File: src/rtl/emlbc_pkg.sv
// ---------------------------------------------------------------------------
// emlbc_pkg
// shared types, constants and lattice tables for the collision block
// ---------------------------------------------------------------------------
`default_nettype none
package emlbc_pkg;
   localparam int PopWidth = 32;
   localparam int AccWidth = 40;
   localparam int NumPop = 49;
   localparam int ZLimit = 4096;
   localparam int SlotWidth = 6;
   localparam int ZWidth = 12;
   localparam int AddrWidth = 4;

   localparam logic [AddrWidth-1:0] RegInvPermLower = 4'd0;
   localparam logic [AddrWidth-1:0] RegInvPermUpper = 4'd4;
   localparam logic [AddrWidth-1:0] RegInterfaceZ = 4'd8;
   localparam logic [AddrWidth-1:0] RegRelaxRate = 4'd12;

   typedef logic signed [AccWidth-1:0] acc_type;
   typedef logic signed [PopWidth-1:0] pop_type;

   typedef struct packed {
      logic load;
      logic start;
      logic step;
      logic emit;
      logic [SlotWidth-1:0] slot;
   } cmd_type;

   typedef struct packed {
      logic ready;
   } stat_type;

   function automatic int vel(input int p, input int i, input int a);
      int v;
      v = 0;
      case (p)
         0: begin
            case (a)
               0: v = (i == 0 || i == 3) ? 1 : -1;
               1: v = (i == 0 || i == 1) ? 1 : -1;
               default: v = 0;
            endcase
         end
         1: begin
            case (a)
               0: v = (i == 0 || i == 3) ? 1 : -1;
               2: v = (i == 0 || i == 1) ? 1 : -1;
               default: v = 0;
            endcase
         end
         default: begin
            case (a)
               1: v = (i == 0 || i == 3) ? 1 : -1;
               2: v = (i == 0 || i == 1) ? 1 : -1;
               default: v = 0;
            endcase
         end
      endcase
      return v;
   endfunction

   function automatic int e2c(input int p, input int i, input int j, input int a);
      return vel(p, (i + (j != 0 ? 3 : 1)) % 4, a);
   endfunction

   function automatic int b2c(input int p, input int i, input int j, input int a);
      int a1;
      int a2;
      a1 = (a + 1) % 3;
      a2 = (a + 2) % 3;
      return vel(p, i, a1) * e2c(p, i, j, a2) - vel(p, i, a2) * e2c(p, i, j, a1);
   endfunction

   // coefficient of slot k on axis a; is_b selects the magnetic vector
   function automatic logic signed [2:0] coef(input logic [SlotWidth-1:0] k,
                                              input logic is_b, input logic [1:0] a);
      int v;
      v = 0;
      for (int s = 1; s < NumPop; s++) begin
         for (int x = 0; x < 3; x++) begin
            if (int'(k) == s && int'(a) == x) begin
               if (is_b) v = b2c(((s - 1) % 24) / 8, ((s - 1) % 8) / 2, (s - 1) % 2, x);
               else v = e2c(((s - 1) % 24) / 8, ((s - 1) % 8) / 2, (s - 1) % 2, x);
            end
         end
      end
      return 3'(v);
   endfunction

   function automatic acc_type sat_acc(input logic signed [AccWidth+1:0] x);
      if (x > $signed({3'b000, {(AccWidth-1){1'b1}}})) return {1'b0, {(AccWidth-1){1'b1}}};
      if (x < $signed({3'b111, {(AccWidth-1){1'b0}}})) return {1'b1, {(AccWidth-1){1'b0}}};
      return x[AccWidth-1:0];
   endfunction

   function automatic pop_type sat_pop(input logic signed [63:0] x);
      if (x > 64'sd2147483647) return 32'h7fffffff;
      if (x < -64'sd2147483648) return 32'h80000000;
      return x[PopWidth-1:0];
   endfunction
endpackage
`default_nettype wire

File: src/rtl/emlbc_ctrl.sv
// ---------------------------------------------------------------------------
// emlbc_ctrl
// controller: load, field setup, and emit sequencing
// ---------------------------------------------------------------------------
`default_nettype none
module emlbc_ctrl (
   input wire logic clock,
   input wire logic reset,
   input wire logic in_valid,
   input wire logic in_last,
   output logic in_ready,
   input wire logic out_room,
   output emlbc_pkg::cmd_type cmd
);
   localparam logic [1:0] StLoad = 2'd0;
   localparam logic [1:0] StSetup = 2'd1;
   localparam logic [1:0] StRead = 2'd2;
   localparam logic [1:0] StEmit = 2'd3;

   logic [1:0] state_ff, state_in;
   logic [emlbc_pkg::SlotWidth-1:0] slot_ff, slot_in;
   logic [1:0] setup_ff, setup_in;

   always_comb begin
      state_in = state_ff;
      slot_in = slot_ff;
      setup_in = setup_ff;
      in_ready = (state_ff == StLoad);
      cmd = '0;
      cmd.slot = slot_ff;
      case (state_ff)
         StLoad: begin
            cmd.load = in_valid;
            if (in_valid && in_last) begin
               state_in = StSetup;
               setup_in = 2'd0;
               slot_in = '0;
            end
         end
         StSetup: begin
            cmd.start = (setup_ff == 2'd0);
            cmd.step = 1'b1;
            setup_in = setup_ff + 2'd1;
            if (setup_ff == 2'd3) state_in = StRead;
         end
         StRead: begin
            state_in = StEmit;
         end
         StEmit: begin
            if (out_room) begin
               cmd.emit = 1'b1;
               if (slot_ff == 6'(emlbc_pkg::NumPop - 1)) begin
                  state_in = StLoad;
               end else begin
                  slot_in = slot_ff + 6'd1;
                  state_in = StRead;
               end
            end
         end
         default: state_in = StLoad;
      endcase
   end

   always_ff @(posedge clock) begin
      if (reset) begin
         state_ff <= StLoad;
         slot_ff <= '0;
         setup_ff <= '0;
      end else begin
         state_ff <= state_in;
         slot_ff <= slot_in;
         setup_ff <= setup_in;
      end
   end

   a_emit_only_emit: assert property (@(posedge clock) disable iff (reset)
      cmd.emit |-> state_ff == StEmit) else $error("emit outside emit state");
   a_load_only_load: assert property (@(posedge clock) disable iff (reset)
      cmd.load |-> in_ready) else $error("load while busy");
   a_slot_range: assert property (@(posedge clock) disable iff (reset)
      slot_ff <= 6'(emlbc_pkg::NumPop - 1)) else $error("slot out of range");
endmodule
`default_nettype wire

File: config.mk
export PLATFORM = sky130hd
export DESIGN_NAME = emlbc_ctrl
export DESIGN_NICKNAME = d
export VERILOG_FILES = /design/src/rtl/emlbc_pkg.sv /design/src/rtl/emlbc_ctrl.sv
export SDC_FILE = /design/constraint.sdc
export NUM_CORES = 1
export LEC_CHECK = 0
export BUFFER_PORTS_ARGS = -buffer_cell sky130_fd_sc_hd__buf_4
export CAP_MARGIN = 10
export CORE_AREA = 2 2 39 41
export CTS_CLUSTER_DIAMETER = 60
export DETAILED_ROUTE_END_ITERATION = 7
export DIE_AREA = 0 0 41 43
export PLACE_DENSITY = 0.68
export SYNTH_ARGS = -nofsm -noshare
export SYNTH_HDL_FRONTEND = slang
export SYNTH_SLANG_ARGS = --single-unit
File: constraint.sdc
create_clock -name clock -period 1.75 [get_ports clock]
set_input_delay 0.0875 -clock clock [delete_from_list [all_inputs] [get_ports clock]]
set_output_delay 0.0875 -clock clock [all_outputs]
set_load 0.005 [all_outputs]
==> impl_metrics.json <==
{
  "cts_max_level": 1,
  "synth.top_cell.area_share_pct": 34.6,
  "ys_warn_count": 0,
  "path_delay_family": "compound AO/OA/AOI/OAI gates",
  "tightest_slew_ns": 0.494,
  "syn_area_um2": 578,
  "drc": 0,
  "cp_max_fo": 5,
  "cpPeakStageDelay_ns": 0.40,
  "rows": 14,
  "setup_violations": 0,
  "crit_buf_inv": 1,
  "layout_worst_path_cycle_share_pct": 89.9,
  "cts_buffers": 3,
  "drt_iter0_drc": 14,
  "hold_path_startpoint": "reset",
  "fin_nets": 96,
  "avgSynthCellArea_um2": 8.38,
  "slew_violations": 0,
  "period_minus_slack_ns": 1.57,
  "syn_inst": 69,
  "status": "finished, final reports clean",
  "port-buffer-count": 15,
  "place_congestion": 0.741,
  "clkSinkCount": 10,
  "utilization_pct": 52.3,
  "busiest_layer": "met2",
  "final.setup.worst_slack_ns": 0.176,
  "die_h_um": 43,
  "p_leak_nw": 0.302,
  "synth_nets": 78,
  "start_util_pct": 41.8,
  "yosys.area.top_type": "dfxtp_1",
  "cts_resized": 0,
  "start_kind": "register",
  "synth-seq-area-share_pct": 34.6,
  "antenna_found_initial": 0,
  "core-area_um2": 1380,
  "cts-hold-fix-buffers": 0,
  "grt_pass1_vias": 483,
  "skew_ns": 0.00461,
  "grt_overflow": 0,
  "wl_per_cell_um": 12.3,
  "dp_hpwl_um": 943,
  "clk_pin_slew_ns": 0.07,
  "crit_type": "register to register",
  "p_per_area_nw_per_um2": 613,
  "fmax_ghz": 0.635,
  "wl_um": 1250,
  "rsz0062_at_grt": "no",
  "die_w_um": 41,
  "first_pass_iters": 4,
  "arrival_ns": 1.78,
  "crit_slowest_cell": "dfxtp_1",
  "hp-class": "input port to register",
  "final_hold_viol_count": 0,
  "yosysUniqueCellTypes": 27,
  "via_per_inst": 5.47,
  "drive_gt1_share_pct": 27.1,
  "ant_nets": 0,
  "slew_headroom_pct": 66.8,
  "tns_ns": 0,
  "holdWs_ns": 0.0577,
  "clock-root-buffer": "clkbuf_4",
  "synthTopCellsByArea": "dfxtp_1 35%, ha_1 8.7%, nand2_1 5.2%",
  "total_power_uw": 443,
  "cts_buffer_depth": 2,
  "num_vias": 552,
  "grt_max_degree": 11,
  "cp.required_ns": 1.96,
  "maxCapViolCount": 0,
  "grt_usage_pct": 17.3,
  "pre_cts_slack_ns": 0.210,
  "grt_pass1_wl_um": 2000,
  "grt_use_met1_pct": 21.2,
  "met3_usage_pct": 4.71,
  "clock_latency_ns": 0.27,
  "area.growth.synth_to_final_pct": 25.1,
  "r2r-start": "slot_ff[0]",
  "ioPinCount": 16,
  "endpoint_kind": "register",
  "cp_cell_sequence": "inv_1 -> ha_1 -> and4bb_4 -> a211o_1 -> nor3_2 -> o22a_1",
  "met2_usage_pct": 24.7,
  "n_antenna_cell": 0,
  "ys_ff_latch": 10,
  "ir_worst_vdd_mv": 0.419,
  "cts_setup_buffers": 0,
  "cts_tree": "done",
  "cp-startpoint": "slot_ff[0]",
  "die-area_um2": 1760
}
-- metrics by stage --
| stage | cells | cell area (um^2) |
|---|---|---|
| global route | 101 | 723 |
| finish | 101 | 723 |
| CTS | 101 | 723 |
| detailed placement | 98 | 701 |
| global placement | 98 | 701 |
| floorplan | 69 | 578 |
-- layer usage --
metal	wire length, um	vias up
met5	0	-
met4	34	0
met3	56	4
met2	559	16
met1	594	255
li1	-	277
-- state kept, by name (all words and copies together), names as in the netlist --
signal,count
slot_ff,6
setup_ff,2
state_ff,2
-- Yosys cell counts --
cell type / n
a211o_1: 1
a21o_1: 1
a21oi_1: 3
a21oi_2: 1
a221oi_1: 1
a22o_1: 1
a311oi_1: 1
and2_1: 2
and3b_1: 1
and4bb_4: 1
buf_2: 2
dfxtp_1: 10
ha_1: 4
inv_1: 5
mux2_2: 1
nand2_1: 8
nand2b_1: 1
nand3_1: 3
nand3b_1: 1
nor2_1: 7
nor2b_1: 1
nor3_1: 3
nor3_2: 2
o211ai_1: 1
o21ai_0: 3
o22a_1: 3
o41ai_1: 1
-- worst paths after layout --
check	endpoint	slack, ns	cells past startpoint
setup / recovery	slot_ff[5]	0.18	6
hold / removal	setup_ff[1]	0.06	2
setup reg to reg	slot_ff[5]	0.18	6
hold reg to reg	setup_ff[1]	0.51	2
-- logic make-up (layout without fill, tap and decap cells) --
group           after synthesis  after routing  share of synthesized area, %
compound gates               17             17                          21.4
fa+ha+maj                     4              4                          8.66
buf+inv                       7             23                          4.98
flops                        10             10                          34.6
mux                           1              1                          1.95
simple gates                 30             30                          28.4
-- where the power goes --
| part | switching (mW) | total [mW] | internal, mW |
|---|---|---|---|
| registers | 0.00502 | 0.237 | 0.232 |
| logic | 0.0222 | 0.0467 | 0.0245 |
| clock network | 0.0803 | 0.160 | 0.0795 |
-- cells in the final DEF, fill, tap and decap left out, types with 3 or more instances in the layout --
| cell | instances |
|---|---|
| inv_1 | 5 |
| buf_4 | 15 |
| ha_1 | 4 |
| nor2_1 | 7 |
| a21oi_1 | 3 |
| nand3_1 | 3 |
| clkbuf_4 | 3 |
| o22a_1 | 3 |
| dfxtp_1 | 10 |
| o21ai_0 | 3 |
| nor3_1 | 3 |
| nand2_1 | 8 |
-- cell type report --
class / count / area (um^2)
Clock buffer: 3 / 22.5
Fill cell: 140 / 661
Inverter: 5 / 18.8
Multi-Input combinational cell: 52 / 349
Sequential cell: 10 / 200
Tap cell: 16 / 20.0
Timing Repair Buffer: 15 / 113
Note: power is estimated with default switching activity, not from simulation.
